**config.mk**
```make
export PLATFORM = sky130hd
export DESIGN_NAME = rational_add_multiply_reduce_top
export DESIGN_NICKNAME = d
export VERILOG_FILES = /design/src/hw/rtl/rarm_pkg.sv /design/src/hw/rtl/rarm_ctrl.sv /design/src/hw/rtl/rarm_datapath.sv /design/src/hw/rtl/rational_add_multiply_reduce_top.sv
export SDC_FILE = /design/constraint.sdc
export NUM_CORES = 2
export LEC_CHECK = 0
export BUFFER_PORTS_ARGS = -buffer_cell sky130_fd_sc_hd__buf_4
export CORE_UTILIZATION = 50
export CTS_BUF_LIST = sky130_fd_sc_hd__clkbuf_8
export DETAILED_ROUTE_END_ITERATION = 8
export PLACE_DENSITY = 0.72
export SLEW_MARGIN = 20
export SYNTH_ARGS = -nofsm -noshare
export SYNTH_HDL_FRONTEND = slang
export SYNTH_SLANG_ARGS = --single-unit
```
**constraint.sdc**
```tcl
create_clock -name clk -period 10.3 [get_ports clk]
set_clock_uncertainty 0.2 [all_clocks]
set_input_delay 1.545 -clock clk [delete_from_list [all_inputs] [get_ports clk]]
set_output_delay 1.545 -clock clk [all_outputs]
set_load 0.03 [all_outputs]
```
**src/hw/rtl/rarm_pkg.sv**
```systemverilog
`timescale 1ns / 1ps

package rarm_pkg;

	// Controller states.
	typedef enum logic [3:0] {
		ST_IDLE,
		ST_MUL_BD,
		ST_MUL_NUM,
		ST_MUL_BC,
		ST_SUM,
		ST_GCD_INIT,
		ST_GCD,
		ST_DIV_INIT,
		ST_DIV,
		ST_OUT
	} rarm_state_t;

	// Operand pair selected onto the shared multiplier.
	typedef enum logic [1:0] {
		MUL_BD,
		MUL_AD,
		MUL_AC,
		MUL_BC
	} rarm_mul_sel_t;

	// Action codes carried in the input tuser.
	localparam logic ACT_ADD = 1'b0;
	localparam logic ACT_MUL = 1'b1;

	// Commands from the controller to the datapath.
	typedef struct packed {
		logic          load;
		logic          mul_en;
		rarm_mul_sel_t mul_sel;
		logic          den_cap;
		logic          num_cap;
		logic          num_acc;
		logic          gcd_init;
		logic          gcd_step;
		logic          div_init;
		logic          div_step;
	} rarm_cmd_t;

	// Status from the datapath to the controller.
	typedef struct packed {
		logic in_empty;
		logic is_mul;
		logic gcd_done;
		logic div_done;
	} rarm_status_t;

endpackage

```
**src/hw/rtl/rarm_ctrl.sv**
```systemverilog
`timescale 1ns / 1ps

module rarm_ctrl
	import rarm_pkg::*;
(
	input  logic         clk,
	input  logic         arst_n,
	input  logic         in_valid,
	output logic         in_ready,
	output logic         out_valid,
	input  logic         out_ready,
	input  rarm_status_t status,
	output rarm_cmd_t    cmd
);

	rarm_state_t state_q;
	rarm_state_t state_d;

	// State register.
	always_ff @(posedge clk or negedge arst_n) begin
		if (!arst_n) begin
			state_q <= ST_IDLE;
		end else begin
			state_q <= state_d;
		end
	end

	// Next state and command decode.
	always_comb begin
		state_d   = state_q;
		cmd       = '0;
		cmd.mul_sel = MUL_BD;
		in_ready  = 1'b0;
		out_valid = 1'b0;
		unique case (state_q)
			ST_IDLE: begin
				in_ready = 1'b1;
				if (in_valid) begin
					cmd.load = 1'b1;
					state_d  = status.in_empty ? ST_OUT : ST_MUL_BD;
				end
			end
			ST_MUL_BD: begin
				cmd.mul_en  = 1'b1;
				cmd.mul_sel = MUL_BD;
				state_d     = ST_MUL_NUM;
			end
			ST_MUL_NUM: begin
				cmd.den_cap = 1'b1;
				cmd.mul_en  = 1'b1;
				cmd.mul_sel = status.is_mul ? MUL_AC : MUL_AD;
				state_d     = ST_MUL_BC;
			end
			ST_MUL_BC: begin
				cmd.num_cap = 1'b1;
				cmd.mul_en  = 1'b1;
				cmd.mul_sel = MUL_BC;
				state_d     = ST_SUM;
			end
			ST_SUM: begin
				cmd.num_acc = !status.is_mul;
				state_d     = ST_GCD_INIT;
			end
			ST_GCD_INIT: begin
				cmd.gcd_init = 1'b1;
				state_d      = ST_GCD;
			end
			ST_GCD: begin
				if (status.gcd_done) begin
					state_d = ST_DIV_INIT;
				end else begin
					cmd.gcd_step = 1'b1;
				end
			end
			ST_DIV_INIT: begin
				cmd.div_init = 1'b1;
				state_d      = ST_DIV;
			end
			ST_DIV: begin
				cmd.div_step = 1'b1;
				if (status.div_done) begin
					state_d = ST_OUT;
				end
			end
			ST_OUT: begin
				out_valid = 1'b1;
				if (out_ready) begin
					state_d = ST_IDLE;
				end
			end
			default: begin
				state_d = ST_IDLE;
			end
		endcase
	end

endmodule

```
**src/hw/rtl/rarm_datapath.sv**
```systemverilog
`timescale 1ns / 1ps

module rarm_datapath
	import rarm_pkg::*;
#(
	parameter int OPERAND_WIDTH = 16
) (
	input  logic                       clk,
	input  logic                       arst_n,
	input  rarm_cmd_t                  cmd,
	input  logic                       in_action,
	input  logic [OPERAND_WIDTH-1:0]   in_left_num,
	input  logic [OPERAND_WIDTH-1:0]   in_left_den,
	input  logic [OPERAND_WIDTH-1:0]   in_right_num,
	input  logic [OPERAND_WIDTH-1:0]   in_right_den,
	output rarm_status_t               status,
	output logic [2*OPERAND_WIDTH:0]   result_num,
	output logic [2*OPERAND_WIDTH-1:0] result_den,
	output logic                       is_empty
);

	localparam int W  = OPERAND_WIDTH;
	localparam int NW = 2 * W + 1;
	localparam int KW = $clog2(2 * W + 1);
	localparam int CW = $clog2(NW);

	logic [W-1:0]    a_q, b_q, c_q, d_q;
	logic            op_q;
	logic            empty_q;
	logic [2*W-1:0]  prod_q;
	logic [NW-1:0]   num_q;
	logic [2*W-1:0]  den_q;
	logic [NW-1:0]   x_q, y_q;
	logic [KW-1:0]   k_q;
	logic [NW-1:0]   g_q;
	logic [NW-1:0]   qn_q, qd_q;
	logic [NW-1:0]   rn_q, rd_q;
	logic [CW-1:0]   cnt_q;

	logic [W-1:0]    mul_a, mul_b;
	logic [NW:0]     rn_sh, rd_sh;
	logic            rn_ge, rd_ge;

	// Operand selection for the shared multiplier.
	always_comb begin
		case (cmd.mul_sel)
			MUL_BD:  begin mul_a = b_q; mul_b = d_q; end
			MUL_AD:  begin mul_a = a_q; mul_b = d_q; end
			MUL_AC:  begin mul_a = a_q; mul_b = c_q; end
			MUL_BC:  begin mul_a = b_q; mul_b = c_q; end
			default: begin mul_a = b_q; mul_b = d_q; end
		endcase
	end

	// Restoring division of numerator and denominator by the common divisor.
	assign rn_sh = {rn_q, qn_q[NW-1]};
	assign rd_sh = {rd_q, qd_q[NW-1]};
	assign rn_ge = rn_sh >= {1'b0, g_q};
	assign rd_ge = rd_sh >= {1'b0, g_q};

	// Control counters.
	always_ff @(posedge clk or negedge arst_n) begin
		if (!arst_n) begin
			k_q   <= '0;
			cnt_q <= '0;
		end else begin
			if (cmd.gcd_init) begin
				k_q <= '0;
			end else if (cmd.gcd_step && !x_q[0] && !y_q[0]) begin
				k_q <= k_q + 1'b1;
			end
			if (cmd.div_init) begin
				cnt_q <= '0;
			end else if (cmd.div_step) begin
				cnt_q <= cnt_q + 1'b1;
			end
		end
	end

	// Operand capture, products, binary GCD and division registers.
	always_ff @(posedge clk) begin
		if (cmd.load) begin
			a_q     <= in_left_num;
			b_q     <= in_left_den;
			c_q     <= in_right_num;
			d_q     <= in_right_den;
			op_q    <= in_action;
			empty_q <= status.in_empty;
		end
		if (cmd.mul_en) begin
			prod_q <= mul_a * mul_b;
		end
		if (cmd.den_cap) begin
			den_q <= prod_q;
		end
		if (cmd.num_cap) begin
			num_q <= {1'b0, prod_q};
		end else if (cmd.num_acc) begin
			num_q <= num_q + {1'b0, prod_q};
		end
		if (cmd.gcd_init) begin
			x_q <= num_q;
			y_q <= {1'b0, den_q};
		end else if (cmd.gcd_step) begin
			if (!x_q[0] && !y_q[0]) begin
				x_q <= x_q >> 1;
				y_q <= y_q >> 1;
			end else if (!x_q[0]) begin
				x_q <= x_q >> 1;
			end else if (!y_q[0]) begin
				y_q <= y_q >> 1;
			end else if (x_q >= y_q) begin
				x_q <= x_q - y_q;
			end else begin
				y_q <= y_q - x_q;
			end
		end
		if (cmd.div_init) begin
			g_q  <= (x_q | y_q) << k_q;
			qn_q <= num_q;
			qd_q <= {1'b0, den_q};
			rn_q <= '0;
			rd_q <= '0;
		end else if (cmd.div_step) begin
			rn_q <= rn_ge ? NW'(rn_sh - {1'b0, g_q}) : rn_sh[NW-1:0];
			rd_q <= rd_ge ? NW'(rd_sh - {1'b0, g_q}) : rd_sh[NW-1:0];
			qn_q <= {qn_q[NW-2:0], rn_ge};
			qd_q <= {qd_q[NW-2:0], rd_ge};
		end
	end

	// Status toward the controller.
	assign status.in_empty = (in_left_num == '0) || (in_left_den == '0) ||
	                         (in_right_num == '0) || (in_right_den == '0);
	assign status.is_mul   = (op_q == ACT_MUL);
	assign status.gcd_done = (x_q == '0) || (y_q == '0);
	assign status.div_done = (cnt_q == CW'(NW - 1));

	// Result fields; an empty operand gives 0/0.
	assign result_num = empty_q ? '0 : qn_q;
	assign result_den = empty_q ? '0 : qd_q[2*W-1:0];
	assign is_empty   = empty_q;

endmodule

```
**src/hw/rtl/rational_add_multiply_reduce_top.sv**
```systemverilog
`timescale 1ns / 1ps
// An item with an empty operand is offered in the cycle after its transfer.
// Otherwise the result is offered after the products, the sum, the binary GCD steps
// and the bit-serial divisions of numerator and denominator by the common divisor.
// One item is handled at a time; a new item is taken after the result transfer.
// Reset: arst_n asynchronously clears the controller to idle; no result pending.

module rational_add_multiply_reduce_top
	import rarm_pkg::*;
#(
	parameter int OPERAND_WIDTH = 16
) (
	input  logic clk,
	input  logic arst_n,
	input  logic s_axis_tvalid,
	output logic s_axis_tready,
	// left_num, left_den, right_num, right_den (lowest bits first), zero padded
	input  logic [((4*OPERAND_WIDTH+7)/8)*8-1:0] s_axis_tdata,
	// action
	input  logic s_axis_tuser,
	output logic m_axis_tvalid,
	input  logic m_axis_tready,
	// result_num, result_den (lowest bits first), zero padded
	output logic [((4*OPERAND_WIDTH+1+7)/8)*8-1:0] m_axis_tdata,
	// is_empty
	output logic m_axis_tuser
);

	localparam int W   = OPERAND_WIDTH;
	localparam int ODW = ((4 * W + 1 + 7) / 8) * 8;

	rarm_cmd_t    cmd;
	rarm_status_t status;
	logic [2*W:0]   result_num;
	logic [2*W-1:0] result_den;
	logic           is_empty;

	// Sequencer.
	rarm_ctrl u_ctrl (
		.clk       (clk),
		.arst_n    (arst_n),
		.in_valid  (s_axis_tvalid),
		.in_ready  (s_axis_tready),
		.out_valid (m_axis_tvalid),
		.out_ready (m_axis_tready),
		.status    (status),
		.cmd       (cmd)
	);

	// Arithmetic.
	rarm_datapath #(
		.OPERAND_WIDTH(W)
	) u_datapath (
		.clk          (clk),
		.arst_n       (arst_n),
		.cmd          (cmd),
		.in_action    (s_axis_tuser),
		.in_left_num  (s_axis_tdata[W-1:0]),
		.in_left_den  (s_axis_tdata[2*W-1:W]),
		.in_right_num (s_axis_tdata[3*W-1:2*W]),
		.in_right_den (s_axis_tdata[4*W-1:3*W]),
		.status       (status),
		.result_num   (result_num),
		.result_den   (result_den),
		.is_empty     (is_empty)
	);

	// Output packing.
	assign m_axis_tdata = ODW'({result_den, result_num});
	assign m_axis_tuser = is_empty;

`ifndef SYNTH
	// No item is taken while a result is offered.
	assert property (@(posedge clk) disable iff (!arst_n)
		m_axis_tvalid |-> !s_axis_tready)
		else $error("input ready while result pending");

	// An empty result is 0/0.
	assert property (@(posedge clk) disable iff (!arst_n)
		(m_axis_tvalid && m_axis_tuser) |-> (result_num == '0 && result_den == '0))
		else $error("empty result not zero");

	// A non-empty result has nonzero terms.
	assert property (@(posedge clk) disable iff (!arst_n)
		(m_axis_tvalid && !m_axis_tuser) |-> (result_num != '0 && result_den != '0))
		else $error("non-empty result has a zero term");
`endif

endmodule
```
; After elaboration in Yosys (flattened, before gate mapping)
; Cells that the tools add are included.
[op_classes]
n_reduce_logical = 33
n_addsub = 7
magnitude_cmp = 3
shifts = 1
mul = 1
bitwise = 1
mux = 48
eq_ne = 21
[op_table]
columns = operator, n
row1 = 2-to-1 mux 33 bit, 15
row2 = 2-to-1 mux 32 bit, 7
row3 = subtractor 33 bit, 4
row4 = >= comparator 34 x 33 -> 1 bit, 2
row5 = zero test 33 bit, 2
row6 = zero test 16 bit, 4
row7 = case mux 16 bit (2 select lines), 2
row8 = case mux 4 bit (10 select lines), 1
row9 = adder 33 x 32 -> 33 bit, 1
row10 = >= comparator 33 bit, 1
row11 = OR 33 bit, 1
row12 = << shifter 33 x 6 -> 33 bit, 1
row13 = multiplier 16 x 16 -> 32 bit, 1
row14 = 2-to-1 mux 6 bit, 4
row15 = 2-to-1 mux 4 bit, 5
row16 = equality test 4 x 3 -> 1 bit (second input constant), 4
row17 = adder 6 x 1 -> 6 bit (second input constant), 2
row18 = 2-to-1 mux 1 bit, 12
row19 = != test 4 bit (second input constant), 3
row20 = nonzero test 2 bit, 5
row21 = case mux 3 bit (3 select lines), 1
row22 = AND reduction 3 bit, 3
row23 = equality test 4 x 2 -> 1 bit (second input constant), 2
row24 = equality test 4 bit (second input constant), 2
row25 = other kinds (16), 30
[word_totals]
elab_cells = 139
out_inout_bits = 75
reg_bits = 410
in_bits = 69

; Longest topological paths before layout
[depth]
ltp_word = 8
depth_mapped = 32
depth_no_buf = 30

; Hierarchy
; From an unflattened synthesis, not the netlist that was laid out.
[hier_totals]
hier_cells = 3864
area_unflattened_um2 = 36492.5
[by_module_without_submodules]
columns = mod, area_per_inst_um2, seq_area_each_um2, instances, cells_each
row1 = rarm_datapath, 36075.8, 11441.0, 1, 3810
row2 = rarm_ctrl, 360.3, 100.1, 1, 46
row3 = rational_add_multiply_reduce_top, 56.3, 0.0, 1, 8

; Least setup slack after synthesis
; Ideal clock, no wire load.
[synth_timing]
path_type = reg2reg
from = reg u_ctrl.state_q[3]
to = reg u_datapath.prod_q[31], data pin
arrival_ns = 7.934
slack_ns = 1.906
setup_time_ns = 0.260
t_required_ns = 9.840
path_stages_with_launch = 32
cell_sequence = dfrtp_1 > clkbuf_1 > nor2_1 > nand2_1 > a21oi_1 > inv_1 > ha_1 > nor2_1 > clkbuf_1 > mux2_2 > clkbuf_1 > nand2_1 > fa_1 > fa_1 > fa_1 > inv_1 > fa_1 > fa_1 > inv_1 > fa_1 > inv_1 > ha_1 > a21oi_1 > o21bai_1 > a21o_1 > a221o_1 > a2bb2oi_1 > o31ai_1 > o41ai_1 > o21ai_0 > a21oi_1 > xnor2_1
[synth_between]
elab_chain_len = 6
elab_cells_between_ends = 15
classes_between = 1 x mul / 6 x eq/ne / 3 x mux / 5 x reduce/logical
[synth_lines]
columns = item, line_no
row1 = start: declaration, rarm_ctrl.sv:16  ; rarm_state_t state_q;
row2 = start signal: assignment, rarm_ctrl.sv:24  ; state_q <= state_d;
row3 = equality test 4 x 2 -> 1 bit / equality test 4 x 1 -> 1 bit (equally long branches), rarm_ctrl.sv:35  ; unique case (state_q)
row4 = case mux 3 bit (3 select lines) *, rarm_ctrl.sv:35
row5 = equality test 2 bit (tied with other cells), rarm_datapath.sv:46  ; case (cmd.mul_sel)
row6 = OR reduction 2 bit (no source line), -
row7 = case mux 16 bit (2 select lines), rarm_datapath.sv:46
row8 = multiplier 16 x 16 -> 32 bit *, rarm_datapath.sv:91  ; prod_q <= mul_a * mul_b;
row9 = end signal: assignment, rarm_datapath.sv:91
row10 = end: declaration, rarm_datapath.sv:30  ; logic [2*W-1:0] prod_q;
; Mark *: on every way between the ends. The rest lies on a longest branch, timed or not.
; A chain may end at the register's enable or synchronous reset.

; Worst setup path in the final report
; Ends and elaborated chain as after synthesis.

==> impl_metrics.yaml <==
grt:
  globalRoute.totalOverflow: 0
  antenna_found_initial: 1
  grt_pass1_vias: 29200
  grt_first_pass_wirelength_um: 169000
  grt_max_degree: 85
  grt_use_total_pct: 29.6
setup_path:
  path_max_fanout: 14
  rrSetupSlack_ns: 1.52
  reg2reg_depth: 28
  cp_slowest_stage_delay_ns: 0.78
  crit_path_end: "u_datapath.prod_q[31]$_DFFE_PN_"
  critPathRequiredTime_ns: 10.51
  startpoint: "u_ctrl.state_q[3]$_DFFE_PN0P_"
  worstReg2RegStart: "u_ctrl.state_q[3]$_DFFE_PN0P_"
  critical_path.most_common_cell: "fa_1"
  worst_setup_path_end_kind: "register"
  critPathLaunchType: "register"
  crit_arrival_ns: 8.99
  slowest_stage: "ha_1"
  worst_r2r_endpoint: "u_datapath.prod_q[31]$_DFFE_PN_"
  critPathKind: "reg2reg"
route:
  via_per_inst: 5.88
  wl_per_cell_um: 21.3
  drt_first_pass_iters: 6
  drcViolationCount: 0
  ant_nets: 0
  drt_iter0_drc: 2783
  vias: 29900
  routed_wl_um: 108000
yosys:
  synthAdderAreaFrac_pct: 21.7
  muxShareOfSynthArea_pct: 4.40
  synth_top_family_by_area: "adder cells"
  postSynthCellCount: 3994
  synth-xor-area-share_pct: 4.36
  synth_edf_count: 325
  ys_ff_latch: 410
  synth_compound_area_share_pct: 13.9
  yosysTopAreaCellShare_pct: 27.1
  async_flop_share_pct: 3.90
  synthFlopType: "edfxtp_1"
  synth_largest_area_cell: "edfxtp_1"
  syn_area_per_cell_um2: 9.00
  ys_types: 85
  yosysWarnings: 0
  synth.area.top_cells: "edfxtp_1 (27%), fa_1 (11%), ha_1 (11%)"
  synth-simple-area-share_pct: 17.4
  synth_area_um2: 36000
  yosysSeqAreaShare_pct: 32.1
clocking:
  numCtsBuffers: 75
  cts.htree.levels: 3
  insertion_delay_ns: 0.71
  path_clk_slew_ns: 0.06
  cts_tree: "yes"
  cts_setup_buffers: 0
  clkSinkCount: 410
  cts_resized: 0
  cts.path.max_buffers: 3
  root_buffer: "clkbuf_8"
  cts_hold_buf: 0
floorplan:
  die_w_um: 270
  rows: 97
  core_um2: 70600
  dieHeight_um: 270
  ios: 144
  die-area_um2: 73000
  start_util_pct: 50.9
layout:
  nFillCells: 6443
  layout.nets: 4654
  final_design_area_no_fill_um2: 39300
  synthToLayoutAreaGrowth_pct: 9.19
  drive_gt1_share_pct: 9.04
  final_cell_mix: "nand2_1 (552), nor2_1 (435), inv_1 (422)"
  layout_commonest_cell: "nand2_1"
  post-route-util_pct: 55.6
timing:
  worstMarginPinSlew_ns: 1.05
  clock.fmax_ghz: 0.114
  rsz0062_at_grt: "false"
  setup_tns_ns: 0
  period_needed_ns: 8.78
  finalSetupViolations: 0
  finalHoldViolCount: 0
  slew_headroom_pct: 29.8
  hold_slack_ns: 0.275
  fin_crit_sh_pct: 85.2
  drv_slew: 0
worst_hold_path:
  min-delay-start: "u_datapath.qd_q[32]$_SDFFE_PP0P_"
  min_path_type: "reg2reg"
outcome:
  status: "complete, no violations"
placement:
  gp_congestion: 1.01
  place_area_um2: 37800
  io_buffers: 136
  dpl.hpwl_um: 85500
job:
  maxCapViolations: 0
==> worst max-delay path, delay by kind of cell, from the launching register on <==
kind	cells	cell delay, ns
AO/OA/AOI/OAI	10	2.11
XOR/XNOR	1	0.08
adder cells (fa/ha/maj)	8	4.10
buffers and inverters	5	0.54
flip-flops	1	0.59
multiplexers	1	0.52
AND/OR/NAND/NOR	3	0.39
==> per-layer routing <==
metal  vias to the layer above  part of all wire (%)  GRT usage (%)
li1                      14000                     -              -
met5                         -                     0              0
met2                      1162                    47           49.0
met1                     14500                    42           38.7
met3                       218                   7.2           5.29
met4                         0                   3.7           10.4
==> through the flow <==
step	worst slack [ns]	cells
final	1.52	5079
after floorplan	1.91	4000
after global placement	1.72	4944
after CTS	1.55	5078
after detailed placement	1.59	4944
after global routing	0.941	5079
==> worst min path at each step <==
stage / end / slack, ns / depth (start not counted)
6_report: u_datapath.qd_q[32]$_SDFFE_PP0P_ / 0.27 / 2
5_1_grt: u_datapath.rd_q[7]$_SDFFE_PP0P_ / 0.30 / 2
4_1_cts: u_datapath.qd_q[32]$_SDFFE_PP0P_ / 0.28 / 2
3_5_place_dp: u_datapath.qd_q[32]$_SDFFE_PP0P_ / 0.27 / 2
3_3_place_gp: u_datapath.rn_q[32]$_SDFFE_PP0P_ / 0.26 / 2
2_1_floorplan: u_datapath.rn_q[32]$_SDFFE_PP0P_ / 0.24 / 2
==> state kept, by name, indices dropped and copies added (netlist names), 32 cells and up <==
signal / count
u_datapath.y_q: 33
u_datapath.num_q: 33
u_datapath.qd_q: 33
u_datapath.prod_q: 32
u_datapath.rn_q: 33
u_datapath.g_q: 33
u_datapath.qn_q: 33
u_datapath.den_q: 32
u_datapath.rd_q: 33
u_datapath.x_q: 33
==> cells by family (layout without fill, tap and decap cells) <==
logic type	Yosys count	in the layout
compound gates	768	768
xor+xnor	179	179
fa+ha+maj	504	504
buf+inv	572	710
flops	410	410
mux	142	142
other cells	1	8
simple gates	1418	1418
==> cell type report <==
class,instances,area [um^2],share of cell area (%)
multi-input combinational,3018,22300,56.8
sequential,410,11500,29.4
inverter,403,1520,3.86
timing repair buffer,173,1300,3.31
tap,940,1180,3.00
clock buffer,77,1060,2.70
clock inverter,57,367,0.934
antenna,1,2.50,0.00637
==> synth_stat cells (95+ instances only) <==
cell type and number:
a21oi_1 220, clkbuf_1 137, edfxtp_1 325, fa_1 199, ha_1 305, inv_1 397, mux2i_1 95, nand2_1 552
nand3_1 101, nor2_1 440, o21ai_0 181, xnor2_1 129
Power is left out: the tool's default activity adds up to more than one toggle a clock period on the data nets, which glitch-free logic cannot reach.
